==> src/hw/rtl/fpa_pkg.sv <==
// fpa_pkg: shared types and constants of the Q24.8 fixed-point ALU
// mode codes, pipeline record and divider sizing
// used by every module of the block, depends on nothing
package fpa_pkg;

  localparam int FRACTION_BITS = 8;
  localparam int DATA_W        = 32;

  // radix-2 restoring divider, a few quotient bits per stage
  localparam int DIV_BPS    = 4;
  localparam int DIV_W_MIN  = DATA_W + FRACTION_BITS;
  localparam int DIV_STAGES = (DIV_W_MIN + DIV_BPS - 1) / DIV_BPS;
  localparam int DIV_W      = DIV_STAGES * DIV_BPS;

  // front, divider stages, rounding, output
  localparam int NUM_STAGES = DIV_STAGES + 3;

  localparam logic [2*DATA_W-1:0] MUL_HALF = (2*DATA_W)'(1) << (FRACTION_BITS - 1);

  typedef enum logic [3:0] {
    MODE_ADD     = 4'd0,
    MODE_SUB     = 4'd1,
    MODE_MUL     = 4'd2,
    MODE_DIV     = 4'd3,
    MODE_GT      = 4'd4,
    MODE_LT      = 4'd5,
    MODE_GE      = 4'd6,
    MODE_LE      = 4'd7,
    MODE_EQ      = 4'd8,
    MODE_NE      = 4'd9,
    MODE_MIN     = 4'd10,
    MODE_MAX     = 4'd11,
    MODE_INC     = 4'd12,
    MODE_DEC     = 4'd13,
    MODE_TOINT   = 4'd14,
    MODE_FROMINT = 4'd15
  } mode_t;

  typedef struct packed {
    mode_t                 mode;
    logic                  neg;
    logic [DATA_W-1:0]     val;
    logic                  cmp;
    logic                  dz;
    logic [DATA_W-1:0]     mb;
    logic [DATA_W-1:0]     rem;
    logic [DIV_W-1:0]      num;
    logic [2*DATA_W-1:0]   prod;
    logic [DATA_W-1:0]     mag;
  } rec_t;

endpackage

==> src/hw/rtl/fpa_div_step.sv <==
// fpa_div_step: a few restoring division steps of the divider pipeline
// shifts quotient bits into the low end of the dividend word
// depends on fpa_pkg
module fpa_div_step (
  input  logic [fpa_pkg::DATA_W-1:0] rem_i,
  input  logic [fpa_pkg::DIV_W-1:0]  num_i,
  input  logic [fpa_pkg::DATA_W-1:0] divisor,
  output logic [fpa_pkg::DATA_W-1:0] rem_o,
  output logic [fpa_pkg::DIV_W-1:0]  num_o
);

  always_comb begin
    logic [fpa_pkg::DATA_W-1:0] r;
    logic [fpa_pkg::DIV_W-1:0]  n;
    logic [fpa_pkg::DATA_W:0]   t;
    r = rem_i;
    n = num_i;
    for (int j = 0; j < fpa_pkg::DIV_BPS; j++) begin
      t = {r, n[fpa_pkg::DIV_W-1]};
      n = {n[fpa_pkg::DIV_W-2:0], 1'b0};
      if (t >= {1'b0, divisor}) begin
        t    = t - {1'b0, divisor};
        n[0] = 1'b1;
      end
      // remainder stays below the divisor, so it fits the data width
      r = t[fpa_pkg::DATA_W-1:0];
    end
    rem_o = r;
    num_o = n;
  end

endmodule

==> config.mk <==
export PLATFORM = sky130hd
export DESIGN_NAME = fpa_div_step
export DESIGN_NICKNAME = d
export VERILOG_FILES = /design/src/hw/rtl/fpa_pkg.sv /design/src/hw/rtl/fpa_div_step.sv
export SDC_FILE = /design/constraint.sdc
export NUM_CORES = 1
export LEC_CHECK = 0
export ABC_AREA = 1
export BUFFER_PORTS_ARGS = -buffer_cell sky130_fd_sc_hd__buf_2
export CORE_MARGIN = 4
export CORE_UTILIZATION = 35
export DETAILED_ROUTE_END_ITERATION = 12
export PLACE_DENSITY_LB_ADDON = 0.08
export RECOVER_POWER = 25
export SYNTH_ARGS = -nofsm -noshare
export SYNTH_HDL_FRONTEND = slang
export SYNTH_SLANG_ARGS = --single-unit
==> constraint.sdc <==
create_clock -name vclk -period 36.7
set_clock_uncertainty 0.15 [all_clocks]
set_input_delay 7.34 -clock vclk [all_inputs]
set_output_delay 7.34 -clock vclk [all_outputs]
set_load 0.02 [all_outputs]
## Word-level counts from Yosys, hierarchy flattened

Index checks and enable logic that the tools add are counted.

| word-level totals | value |
|---|---|
| register bits after elaboration | 0 |
| latch bits | 0 |
| bits in writable memories | 0 |
| ROM bits | 0 |
| bits of input ports | 104 |
| logic and storage cells | 16 |
| memories | 0 |

| cells by class | value |
|---|---|
| add/sub/neg operators | 4 |
| multiply operators | 0 |
| divide/modulo/power cells | 0 |
| magnitude comparators | 4 |
| eq/ne operators | 0 |
| shifts and indexed selects | 0 |
| mux-type cells | 8 |
| bitwise gates (word level) | 0 |
| reduce and logical (&&, ||, !) cells | 0 |

Operators with widths:

| kind | number |
|---|---|
| $ge 33x32->1 | 4 |
| $mux 32 | 4 |
| $sub 32x32->32 | 4 |
| $mux 1 | 4 |

## Longest topological paths before layout

| logic depth | value |
|---|---|
| depth after elaboration | 8 |
| depth in mapped cells | 65 |

## Worst setup path before layout

No wires, ideal clock.

| path | value |
|---|---|
| path type | input-to-output |
| start | input port divisor[24] (netlist bit) |
| end | output port rem_o[0] (netlist bit) |
| data arrival time | 14.742 ns |
| data required time | 29.210 ns |
| path slack | 14.468 ns |
| cell stages on the path | 53 |
| cell sequence | inv_1 ha_1 nand2_1 inv_2 a21oi_1 nand2_1 a21oi_2 nand3_1 nor2_2 clkbuf_1 o21ai_0 ha_1 a21oi_1 o21ai_0 a21oi_1 nand2_1 nand4_1 nand2_1 [17 not listed] nand2_1 ha_1 nand2_1 nand2_1 a21oi_1 o21ai_0 nand2_1 nand2_1 nand3_1 nand2_1 nand4_1 nand2_1 nand2_1 nand2_1 inv_1 nand3_2 buf_6 o21ai_0 |

| on the way | value |
|---|---|
| word-level cells in the longest chain between the ends | 8 |

Ends and longest elaborated chain:

| item | RTL line | source |
|---|---|---|
| from (decl) | fpa_div_step.sv:7 | `input logic [fpa_pkg::DATA_W-1:0] divisor,` |
| $sub 32x32->32 / $ge 33x32->1 (equally long branches) | fpa_div_step.sv:22, fpa_div_step.sv:21 |  |
| $mux 32 | fpa_div_step.sv:21 | `if (t >= {1'b0, divisor}) begin` |
| $sub 32x32->32 / $ge 33x32->1 (equally long branches) | fpa_div_step.sv:22, fpa_div_step.sv:21 |  |
| $mux 32 | fpa_div_step.sv:21 |  |
| $sub 32x32->32 / $ge 33x32->1 (equally long branches) | fpa_div_step.sv:22, fpa_div_step.sv:21 |  |
| $mux 32 | fpa_div_step.sv:21 |  |
| $ge 33x32->1 (*) | fpa_div_step.sv:21 |  |
| $mux 32 (*) | fpa_div_step.sv:21 |  |
| to (decl) | fpa_div_step.sv:8 | `output logic [fpa_pkg::DATA_W-1:0] rem_o,` |

Every way passes the cells marked *; elsewhere a longest branch is shown, timed or not.

## Worst setup path after layout

| path | value |
|---|---|
| start | input port divisor[17] (netlist bit) |
| end | output port rem_o[31] (netlist bit) |

| on the way | value |
|---|---|
| word-level cells in the longest chain between the ends | 8 |

Ends and longest elaborated chain:

| item | RTL line |
|---|---|
| $sub 32x32->32 / $ge 33x32->1 (equally long branches) | fpa_div_step.sv:22, fpa_div_step.sv:21 |
| $mux 32 | fpa_div_step.sv:21 |
| $sub 32x32->32 / $ge 33x32->1 (equally long branches) | fpa_div_step.sv:22, fpa_div_step.sv:21 |
| $mux 32 | fpa_div_step.sv:21 |
| $sub 32x32->32 / $ge 33x32->1 (equally long branches) | fpa_div_step.sv:22, fpa_div_step.sv:21 |
| $mux 32 | fpa_div_step.sv:21 |
| $sub 32x32->32 / $ge 33x32->1 (equally long branches) | fpa_div_step.sv:22, fpa_div_step.sv:21 |
| $mux 32 (*) | fpa_div_step.sv:21 |

Marked as above.

==> flow_summary_export.csv <==
group,metric,value,unit
critical_path,critPathLaunchType,"primary input",
timing,slew_viol_final,0,
global_routing,grt_pass1_vias,10860,
critical_path,cp_common_cell,"nand2_1",
timing,post-route-period-util,0.677,
clock_tree,ctsResizeCount,0,
global_routing,grt_pass1_wl,61.0,mm
critical_path,critPathSlowestCell,"nand3_2",
critical_path,path_max_fanout,43,
global_routing,grtUsageTotal,0.248,
timing,rsz0062_at_grt,"no",
synth,yosysMostFrequentCell,"nand2_1",
placed_design,dp_hpwl,34.2,mm
route,routed_via_density,5.33,
timing,worstMarginPinSlew,0.824,ns
finish,antenna_cells,0,
synth,synth_top_area_cell,"nand2_1",
critical_path,critPathKind,"in -> out",
die,rows,60,
synth,yosys.area.top_type_share,0.237,
global_routing,antenna_found_initial,0,
worst_hold_path,holdCritPathClass,"in -> out",
status,run_status,"finished, final reports clean",
synth,synth_seq_area_share,0,
die,ioPinCount,176,
placed_design,gp_congestion,0.960,
route,ant_nets,0,
run,drv_cap,0,
timing,hold_viol,0,
synth,ys_top_cells_by_area,"nand2_1 (24%), ha_1 (17%), inv_1 (8.5%)",
finish,fin_nets,2072,
clock_tree,postCtsHoldBufs,0,
finish,seq_cell_count,0,
finish,nClkBuffers,0,
global_routing,grt_overflow,0,
route,drc,0,
placed_design,io_buffers,104,
synth,synthCells,1792,
synth,synth_commonest_cells,"nand2_1 (608), inv_1 (218), nand3_1 (148)",
timing,slew_headroom,0.450,
timing,setup_viol,0,
finish,drive_gt1_frac,0.0807,
route,drt-initial-drc-count,1035,
die,die_w,174,um
synth,syn_avg_cell_area,5.37,um2
route,drtPass1Iterations,6,
critical_path,max_stage_delay,0.63,ns
synth,synth_nets,2028,
finish,fill_cells,3199,
placed_design,dp_cells,2175,
clock_tree,post-cts-setup-buffers,0,
die,start_util,0.356,
die,die_area,30200,um2
global_routing,grt_max_degree,44,
route,wl,39.5,mm
timing,fin_crit,24.86,ns
critical_path,critPathRequiredTime,29.21,ns
critical_path,endpoint_kind,"primary output",
timing,fin_tns_setup,0,ns
die,core_area,27000,um2
route,vias,11596,
synth,synth_cell_type_count,51,
finish,area_growth,5.62,%
die,chipHeight,174,um
critical_path,critPathArrivalTime,17.37,ns
timing,fmax,40.2,MHz
synth,yosys_warnings,0,
finish,regArea,0,um2
route,avgRoutedWirePerCell,18.2,um
synth,synth_area,9630,um2
finish,layoutNonFillerInstCount,2175,
-- area by class of cell --
type                       count  area, um2  share of cell area
inverter                     224        841              0.0827
multi-input combinational   1501       8340               0.820
timing repair buffer         109        558              0.0549
tap                          341        427              0.0420
-- through the flow --
| step | hold WS (ns) | util | cell area [um2] | worst slack [ns] |
|---|---|---|---|---|
| finish | 14.53 | 0.376 | 10200 | 11.84 |
| global route | 14.53 | 0.376 | 10200 | 10.84 |
| CTS | 14.53 | 0.376 | 10200 | 11.99 |
| detailed placement | 14.53 | 0.376 | 10200 | 12.04 |
| global placement | 14.53 | 0.376 | 10200 | 12.08 |
| floorplan | 14.64 | - | 9630 | 14.47 |
-- layout by cell type, fill, tap and decap left out, drive strengths merged, types with 2 or more instances in the layout --
| cell type | instances |
|---|---|
| nand2 | 613 |
| inv | 224 |
| nand3 | 153 |
| nor2 | 142 |
| ha | 128 |
| a21oi | 128 |
| buf | 109 |
| o21ai | 88 |
| xor2 | 57 |
| xnor2 | 43 |
| nor3 | 27 |
| o21bai | 22 |
| nand4 | 18 |
| nand3b | 12 |
| a21o | 12 |
| a31oi | 9 |
| or2 | 6 |
| o21a | 5 |
| nor4 | 5 |
| o211ai | 4 |
| a221oi | 4 |
| fa | 4 |
| a21boi | 4 |
| and2 | 3 |
| o31ai | 3 |
| and3 | 2 |
| o221ai | 2 |
| a211oi | 2 |
-- final timing paths --
path | start | end | slack [ns] | depth (start not counted)
worst max-delay path | divisor[17] | rem_o[31] | 11.84 | 51
worst min-delay path | num_i[6] | num_o[10] | 14.53 | 0
-- layer usage --
layer | part of all wire | vias up | track usage | wire length (um)
met2 | 0.44 | 422 | 0.409 | 17400
li1 | - | 5916 | - | -
met1 | 0.47 | 5225 | 0.360 | 18700
met3 | 0.073 | 33 | 0.0262 | 2900
met5 | 0 | - | 0 | 0
met4 | 0.013 | 0 | 0.0280 | 495
-- critical path: cells and delay by family --
kind / cells / cell delay [ns]
AO/OA/AOI/OAI: 10 / 2.99
adder cells (fa/ha/maj): 4 / 1.50
buffers and inverters: 10 / 1.49
AND/OR/NAND/NOR: 27 / 3.98
-- kinds of logic after synthesis --
family,synth area share
adders and majority gates,0.175
AOI/OAI and AO/OA,0.170
buffers and inverters,0.133
and+or+nand+nor,0.431
xor gates and xnor gates,0.0910
Power is not shown: default switching activity piles up to over one toggle a cycle in this logic, so the estimate is an artifact.
