==> src/hw/rtl/fpa_pkg.sv <==
// fpa_pkg: shared types and constants of the Q24.8 fixed-point ALU
// mode codes, pipeline record and divider sizing
// used by every module of the block, depends on nothing
package fpa_pkg;

  localparam int FRACTION_BITS = 8;
  localparam int DATA_W        = 32;

  // radix-2 restoring divider, a few quotient bits per stage
  localparam int DIV_BPS    = 4;
  localparam int DIV_W_MIN  = DATA_W + FRACTION_BITS;
  localparam int DIV_STAGES = (DIV_W_MIN + DIV_BPS - 1) / DIV_BPS;
  localparam int DIV_W      = DIV_STAGES * DIV_BPS;

  // front, divider stages, rounding, output
  localparam int NUM_STAGES = DIV_STAGES + 3;

  localparam logic [2*DATA_W-1:0] MUL_HALF = (2*DATA_W)'(1) << (FRACTION_BITS - 1);

  typedef enum logic [3:0] {
    MODE_ADD     = 4'd0,
    MODE_SUB     = 4'd1,
    MODE_MUL     = 4'd2,
    MODE_DIV     = 4'd3,
    MODE_GT      = 4'd4,
    MODE_LT      = 4'd5,
    MODE_GE      = 4'd6,
    MODE_LE      = 4'd7,
    MODE_EQ      = 4'd8,
    MODE_NE      = 4'd9,
    MODE_MIN     = 4'd10,
    MODE_MAX     = 4'd11,
    MODE_INC     = 4'd12,
    MODE_DEC     = 4'd13,
    MODE_TOINT   = 4'd14,
    MODE_FROMINT = 4'd15
  } mode_t;

  typedef struct packed {
    mode_t                 mode;
    logic                  neg;
    logic [DATA_W-1:0]     val;
    logic                  cmp;
    logic                  dz;
    logic [DATA_W-1:0]     mb;
    logic [DATA_W-1:0]     rem;
    logic [DIV_W-1:0]      num;
    logic [2*DATA_W-1:0]   prod;
    logic [DATA_W-1:0]     mag;
  } rec_t;

endpackage

==> src/hw/rtl/fpa_front.sv <==
// fpa_front: decode of one operation word into the pipeline record
// simple results, comparisons, magnitudes and divider setup
// depends on fpa_pkg
module fpa_front (
  input  logic [3:0]         mode,
  input  logic signed [31:0] operand_a,
  input  logic signed [31:0] operand_b,
  output fpa_pkg::rec_t      rec
);

  logic [fpa_pkg::DATA_W-1:0] ma;
  logic [fpa_pkg::DATA_W-1:0] mb;
  fpa_pkg::mode_t             md;

  assign md = fpa_pkg::mode_t'(mode);
  assign ma = operand_a[31] ? (32'd0 - operand_a) : operand_a;
  assign mb = operand_b[31] ? (32'd0 - operand_b) : operand_b;

  always_comb begin
    rec      = '0;
    rec.mode = md;
    rec.neg  = operand_a[31] ^ operand_b[31];
    rec.mb   = mb;
    rec.num  = fpa_pkg::DIV_W'(ma) << fpa_pkg::FRACTION_BITS;
    unique case (md)
      fpa_pkg::MODE_ADD:     rec.val = operand_a + operand_b;
      fpa_pkg::MODE_SUB:     rec.val = operand_a - operand_b;
      fpa_pkg::MODE_MUL:     rec.val = '0;
      fpa_pkg::MODE_DIV:     rec.dz  = (operand_b == 32'sd0);
      fpa_pkg::MODE_GT:      rec.cmp = (operand_a > operand_b);
      fpa_pkg::MODE_LT:      rec.cmp = (operand_a < operand_b);
      fpa_pkg::MODE_GE:      rec.cmp = (operand_a >= operand_b);
      fpa_pkg::MODE_LE:      rec.cmp = (operand_a <= operand_b);
      fpa_pkg::MODE_EQ:      rec.cmp = (operand_a == operand_b);
      fpa_pkg::MODE_NE:      rec.cmp = (operand_a != operand_b);
      fpa_pkg::MODE_MIN:     rec.val = (operand_a < operand_b) ? operand_a : operand_b;
      fpa_pkg::MODE_MAX:     rec.val = (operand_a > operand_b) ? operand_a : operand_b;
      fpa_pkg::MODE_INC:     rec.val = operand_a + 32'sd1;
      fpa_pkg::MODE_DEC:     rec.val = operand_a - 32'sd1;
      fpa_pkg::MODE_TOINT:   rec.val = operand_a >>> fpa_pkg::FRACTION_BITS;
      fpa_pkg::MODE_FROMINT: rec.val = operand_a << fpa_pkg::FRACTION_BITS;
    endcase
  end

endmodule

==> config.mk <==
export PLATFORM = sky130hd
export DESIGN_NAME = fpa_front
export DESIGN_NICKNAME = d
export VERILOG_FILES = /design/src/hw/rtl/fpa_pkg.sv /design/src/hw/rtl/fpa_front.sv
export SDC_FILE = /design/constraint.sdc
export NUM_CORES = 1
export LEC_CHECK = 0
export BUFFER_PORTS_ARGS = -buffer_cell sky130_fd_sc_hd__buf_2
export CAP_MARGIN = 25
export CORE_MARGIN = 10
export CORE_UTILIZATION = 48
export DETAILED_ROUTE_END_ITERATION = 6
export GPL_ROUTABILITY_DRIVEN = 1
export GPL_TIMING_DRIVEN = 0
export PLACE_DENSITY = 0.91
export SLEW_MARGIN = 10
export SYNTH_ARGS = -nofsm -noshare
export SYNTH_HDL_FRONTEND = slang
export SYNTH_SLANG_ARGS = --single-unit
==> constraint.sdc <==
create_clock -name vclk -period 6.58
set_input_delay 1.645 -clock vclk [all_inputs]
set_output_delay 1.645 -clock vclk [all_outputs]
set_load 0.1 [all_outputs]
* After elaboration in Yosys (flattened, before gate mapping) *
Cells that the tools add are included.

word-level totals
  bits of input ports = 68
  bits in latches = 0
  memory bits (writable) = 0
  output and inout port bits = 239
  ROM bits = 0
  memories kept = 0
  flip-flop bits (word level) = 0

cells by class
  shift-type cells = 0
  reductions and logical operators = 2
  $lt $le $gt $ge = 4
  eq/ne operators = 16
  divide/modulo/power cells = 0
  add/subtract/negate cells = 6
  bitwise logic cells = 1
  multiplexer cells = 7
  $mul = 0

operators with widths
  operator                                             number
  one-hot mux 32 bit (8 select lines)                  1
  two-way mux 32 bit                                   4
  subtractor 1 x 32 -> 32 bit (first input constant)   2
  adder 32 x 2 -> 32 bit (second input constant)       1
  adder 32 bit                                         1
  == test 32 bit                                       1
  == test 4 bit (second input constant)                8
  greater-or-equal comparator 32 bit                   1
  greater-than comparator 32 bit                       1
  less-or-equal comparator 32 bit                      1
  zero test 32 bit                                     1
  less-than comparator 32 bit                          1
  != test 32 bit                                       1
  subtractor 32 x 2 -> 32 bit (second input constant)  1
  subtractor 32 bit                                    1
  == test 4 x 3 -> 1 bit (second input constant)       4
  one-hot mux 1 bit (6 select lines)                   1
  == test 4 x 1 -> 1 bit (second input constant)       1
  == test 4 x 2 -> 1 bit (second input constant)       1
  zero test 4 bit                                      1
  two-way mux 1 bit                                    1
  bitwise XOR 1 bit                                    1

* Depth between registers and ports, before layout *
Gate-level depths: netlist (run 1).

  word-level depth = 3
  mapped depth = 20
  depth with buffers taken out = 19

* Least setup slack after synthesis (run 1) *
Ideal clock, no wire load.

  path type = in2out
  start point = input operand_b[1]
  end point = output rec[229] (netlist name)
  stages on the path = 16
  required time = 4.935 ns
  data arrival time = 6.305 ns
  setup slack = -1.370 ns
  path through = inv_1 -> ha_1 -> or3b_4 -> nand4b_4 -> or3_4 -> nand2b_1 -> nor4_1 -> xnor2_1 -> a21oi_1 -> ha_1 -> and3_1 -> and2_1 -> a31o_2 -> a21oi_1 -> xor2_1 -> o211ai_1

RTL lines
  what         RTL line        source
  from (decl)  fpa_front.sv:7  input logic signed [31:0] operand_b,
  to (decl)    fpa_front.sv:8  output fpa_pkg::rec_t rec

==> impl_metrics.json, run 1 <==
{
  "hpwl_mm": 31.74,
  "syn_to_final_growth_pct": 49.53,
  "required_ns": 4.93,
  "io_buffers": 167,
  "synth_top_cell_area_share_pct": 13.78,
  "die_area_um2": 22250,
  "final_nets": 1688,
  "status": "complete, but fails checks",
  "grt_pass1_vias": 10140,
  "grt_pass1_wl_mm": 57.99,
  "dp_slack_ns": -1.560,
  "ant_nets": 0,
  "instances_no_fill": 1767,
  "cp.arrival_ns": 5.92,
  "maxCapViolations": 0,
  "max_freq_ghz": 0.1321,
  "hold_buffers": 0,
  "violations": "DRC, setup timing",
  "hp-start": "operand_b[15]",
  "die_x_um": 149.2,
  "dr.first_iter.drc_count": 1274,
  "post-route-period-util_pct": 115.0,
  "drv_slew": 0,
  "layout_min_cycle_time_ns": 7.568,
  "seqCellArea_um2": 0,
  "setup_viol": 27,
  "synth-adder-area-share_pct": 11.28,
  "synth_cell_types": 90,
  "grt_usage_pct": 32.68,
  "path_cells": "buf_2 -> nor3_1 -> and4b_1 -> buf_6 -> nand4_1 -> or3_4 -> nand2b_4 -> buf_4 -> nor3_2 -> xnor2_1 -> a21oi_1 -> ha_4 -> o21ai_1 -> a31oi_4 -> a211oi_4 -> xnor2_2 -> a221o_2 -> buf_12",
  "min_delay_path_depth": 3,
  "via_per_inst": 6.099,
  "postSynthCellCount": 1169,
  "yosysTopAreaCell": "buf_4",
  "rsz0062_at_grt": "yes",
  "syn_area_um2": 8008,
  "synth_compound_area_share_pct": 30.52,
  "via_count": 10780,
  "cp-end-kind": "primary output",
  "cp-start-kind": "input port",
  "worstPathMaxFanout": 8,
  "rows": 47,
  "wire_per_inst_um": 23.69,
  "antenna_found_initial": 2,
  "hold_end": "rec[183]",
  "synthSimpleGateAreaFrac_pct": 22.45,
  "core_area_um2": 16470,
  "n_antenna_cell": 0,
  "crit_buf_inv": 4,
  "yosys_warnings": 0,
  "drive_above_1_share_pct": 40.21,
  "relSlewSlack_pct": 41.10,
  "dr.pass1.iters": 7,
  "synth_mux_area_share_pct": 1.703,
  "yosysMostFrequentCell": "buf_4",
  "yosys.area_share.xor_xnor_pct": 14.44,
  "p_leak_nw": 5.474,
  "ys_top_cells_by_area": "buf_4 14%, xnor2_1 12%, ha_1 11%, a21oi_1 5.8%, nand2_1 4.8%",
  "grt_overflow": 0,
  "io_pins": 307,
  "synth_common_cells": "147 x buf_4, 113 x xnor2_1, 103 x nand2_1",
  "synthesis.area_per_instance_um2": 6.850,
  "power_density_nw_per_um2": 178.8,
  "tightest_slew_ns": 0.8761,
  "die_y_um": 149.2,
  "nClkBuffers": 0,
  "finalPower_mw": 2.141,
  "hold_viol_final": 0,
  "grt_max_degree": 11,
  "critPathKind": "in -> out",
  "start_util_pct": 48.63,
  "slowest_delay_ns": 0.46,
  "irDropWorstVdd_uv": 165.2,
  "flops_and_latches": 0,
  "cpLargestDelayFamily": "simple AND/OR/NAND/NOR gates",
  "drc": 37,
  "crit_slowest_cell": "or3_4",
  "synth_top_family_by_area": "compound AO/OA/AOI/OAI gates",
  "dp.cells": 1692,
  "globalplace.congestion": 1.027,
  "routed_wirelength_mm": 41.85,
  "hold_path_class": "in -> out",
  "yosysSeqAreaShare_pct": 0,
  "setup_ws_ns": -0.9877
}
==> worst max path at each step <==
stage,cells after the start,start,slack (ns),to
floorplan,18,operand_b[1],-1.12,rec[229]
global placement,16,mode[1],-1.51,rec[222]
detailed placement,16,mode[1],-1.56,rec[222]
CTS,19,operand_b[1],-0.86,rec[233]
global route,19,operand_b[1],-1.01,rec[233]
finish,18,operand_b[7],-0.99,rec[233]
==> kinds of logic (layout without fill, tap and decap cells) <==
logic type | after synthesis | in the layout
other cells | 1 | 136
fa+ha+maj | 71 | 71
compound gates | 351 | 351
buf+inv | 261 | 504
xor+xnor | 132 | 132
mux | 13 | 13
simple gates | 340 | 340
==> per-stage QoR <==
| stage | TNS (ns) | hold slack [ns] | utilization (%) | instance area (um^2) |
|---|---|---|---|---|
| 6_report | -15.17 | 3.750 | 72.72 | 11970 |
| 5_1_grt | -16.73 | 3.776 | 72.72 | 11970 |
| 4_1_cts | -9.831 | 3.749 | 67.99 | 11190 |
| 3_5_place_dp | -27.79 | 3.748 | 61.01 | 10050 |
| 3_3_place_gp | -26.46 | 3.743 | 60.88 | 10020 |
| 2_1_floorplan | -7.540 | 3.482 | - | 8914 |
==> layout make-up <==
cell class / instances / area [um^2]
Multi-Input combinational cell: 1043 / 8140
Fill cell: 1260 / 4492
Timing Repair Buffer: 250 / 1899
Buffer: 196 / 1418
Tap cell: 220 / 275.3
Inverter: 58 / 241.5
==> metal layers <==
layer  vias up  track usage (%)  part of all wire (%)
met5         -                0                 0.031
met4         2            16.73                   7.2
met3       223            8.859                    11
met2       829            55.25                    46
met1      4958            36.92                    36
li1       4765                -                     -
==> cells in the final DEF (no fill, tap or decap), drive strengths merged, types with 6 or more instances in the layout <==
cell type / netlist / layout
and2: 10 / 10
conb: 1 / 136
o31ai: 11 / 11
a31oi: 13 / 13
buf: 161 / 410
o2111ai: 7 / 7
mux2i: 11 / 11
and3: 10 / 10
a222oi: 18 / 18
o21bai: 10 / 10
or3: 19 / 19
a22oi: 6 / 6
o211ai: 22 / 22
a221o: 13 / 13
nand2b: 18 / 18
o21a: 7 / 7
nor2: 68 / 68
nor4: 11 / 11
o21ai: 63 / 63
xor2: 19 / 19
a221oi: 13 / 13
inv: 58 / 53
nand2: 103 / 103
xnor2: 113 / 113
nand4: 25 / 25
clkbuf: 41 / 35
o221ai: 7 / 7
a21o: 25 / 25
a211oi: 10 / 10
ha: 69 / 69
nand3: 31 / 31
nor3: 22 / 22
a21oi: 92 / 92
==> where the power goes <==
part	internal, mW	total (mW)	leakage [nW]	switching [mW]
Sequential	0	0	0	0
Combinational	0.603	2.14	5.47	1.54
Clock	0	0	0	0
==> what timing repair did <==
action | CTS | global route
pin swaps | 80 | 82
setup buffers | 51 | 33
gates cloned | 0 | 0
setup endpoints to repair | 31 | 33
hold endpoints to repair | 0 | 0
gates resized for setup | 191 | 130
Note: power is estimated with default switching activity, not from simulation.
==> run 2, diff against run 1 <==
==> constraint.sdc (replaced) <==
create_clock -name vclk -period 6.35
set_input_delay 1.5875 -clock vclk [all_inputs]
set_output_delay 1.5875 -clock vclk [all_outputs]
set_load 0.1 [all_outputs]
==> impl_metrics.json, run 2 (synthesis gave the netlist of run 1 again) <==
{
  "maxCapViolations": 0,
  "via_count": 10660,
  "hold_end": "rec[181]",
  "worstPathMaxFanout": 6,
  "die_area_um2": 22250,
  "critPathKind": "in -> out",
  "wire_per_inst_um": 22.65,
  "placed_area_um2": 10050,
  "most-common-layout-cells": "214 x buf_4, 136 x buf_2, 136 x conb_1, 102 x xnor2_1, 97 x nand2_1",
  "ant_nets": 0,
  "io_buffers": 167,
  "globalplace.congestion": 1.017,
  "wl_met1_mm": 13.80,
  "relSlewSlack_pct": 41.84,
  "status": "complete, but fails checks",
  "power_density_nw_per_um2": 184.5,
  "hold_path_class": "in -> out",
  "post-route-period-util_pct": 115.9,
  "setup_viol": 26,
  "hpwl_mm": 30.81,
  "die_y_um": 149.2,
  "rows": 47,
  "final_nets": 1680,
  "grt_pass1_wl_mm": 55.99,
  "wl_met2_mm": 17.69,
  "irDropWorstVdd_uv": 185.9,
  "cp-start-kind": "input port",
  "grt_usage_pct": 31.50,
  "hp-start": "operand_b[13]",
  "dr.first_iter.drc_count": 1261,
  "cp.arrival_ns": 5.77,
  "tightest_slew_ns": 0.8652,
  "via_per_inst": 6.059,
  "syn_to_final_growth_pct": 46.80,
  "fin_setup_tns_ns": -15.64,
  "die_x_um": 149.2,
  "drc": 10,
  "layout_min_cycle_time_ns": 7.361,
  "grt_max_degree": 11,
  "drive_above_1_share_pct": 38.86,
  "final_common_cell": "buf_4",
  "antenna_found_initial": 1,
  "drv_slew": 0,
  "required_ns": 4.76,
  "max_freq_ghz": 0.1358,
  "wl_met3_mm": 5.232,
  "io_pins": 307,
  "dr.pass1.iters": 7,
  "flops_and_latches": 0,
  "routed_wirelength_mm": 39.85,
  "grt_pass1_vias": 9896,
  "design_area_um2": 11760,
  "seqCellArea_um2": 0,
  "start_util_pct": 48.63,
  "violations": "DRC, setup timing",
  "cp-end-kind": "primary output",
  "crit_start": "operand_b[2]",
  "core_area_um2": 16470,
  "holdWs_ns": 3.652,
  "p_leak_nw": 5.396,
  "fin_util_pct": 71.39,
  "grt_overflow": 0,
  "top_layer_used": "met5",
  "hold_viol_final": 0,
  "min_delay_path_depth": 3,
  "setup_ws_ns": -1.011,
  "n_antenna_cell": 0,
  "rsz0062_at_grt": "yes",
  "nClkBuffers": 0,
  "dp_slack_ns": -1.437
}
==> run 2: critical path: stages <==
cell and delay (ns):
buf_8 0.10, or3_4 0.40, and4b_1 0.28, buf_6 0.13, nand4_1 0.19, or3_4 0.47, nand2b_4 0.20, nor2_4 0.15
xnor2_2 0.13, a21oi_1 0.08, ha_1 0.32, buf_8 0.13, a21o_1 0.17, a21o_1 0.21, o221ai_2 0.20, buf_4 0.14
buf_4 0.10, nand2_1 0.04, mux2i_1 0.22, nand2_1 0.13, o2111ai_4 0.18, buf_12 0.21
==> run 2: routing by layer <==
metal | global-route usage, % | vias up
met1 | 36.69 | 4818
met3 | 7.464 | 210
li1 | - | 4743
met2 | 52.29 | 885
met5 | 0 | -
met4 | 16.93 | 2
==> run 2: worst max-delay path by stage <==
stage / endpoint / slack, ns / cells after the start
finish: rec[231] / -1.01 / 22
global route: rec[231] / -1.16 / 21
CTS: rec[231] / -0.89 / 21
detailed placement: rec[222] / -1.44 / 16
global placement: rec[222] / -1.40 / 16
floorplan: rec[229] / -1.24 / 18
==> run 2: power by group <==
| group | switching [mW] | internal [mW] | total (mW) |
|---|---|---|---|
| sequential | 0 | 0 | 0 |
| clock | 0 | 0 | 0 |
| combinational | 1.57 | 0.602 | 2.17 |
| total | 1.57 | 0.602 | 2.17 |
==> run 2: layout make-up <==
cell class	instances	area, um^2
fill	1342	4711
tap	220	275.3
multi-input combinational	1043	7989
timing repair buffer	240	1807
inverter	58	245.2
buffer	198	1439
==> run 2: what timing repair did <==
action                                  CTS  global route
gates resized for setup                 168           123
cloned                                    0             0
setup buffers                            34            39
pin swaps                                60            76
endpoints found under the setup margin   32            34
hold buffers                              0             0
==> run 2: per-stage QoR <==
step | power, mW | cells
final | 2.169 | 1759
after global routing | 2.237 | 1759
after CTS | 2.009 | 1723
after detailed placement | 1.857 | 1691
after global placement | 1.850 | 1691
after floorplan | 1.545 | 1304
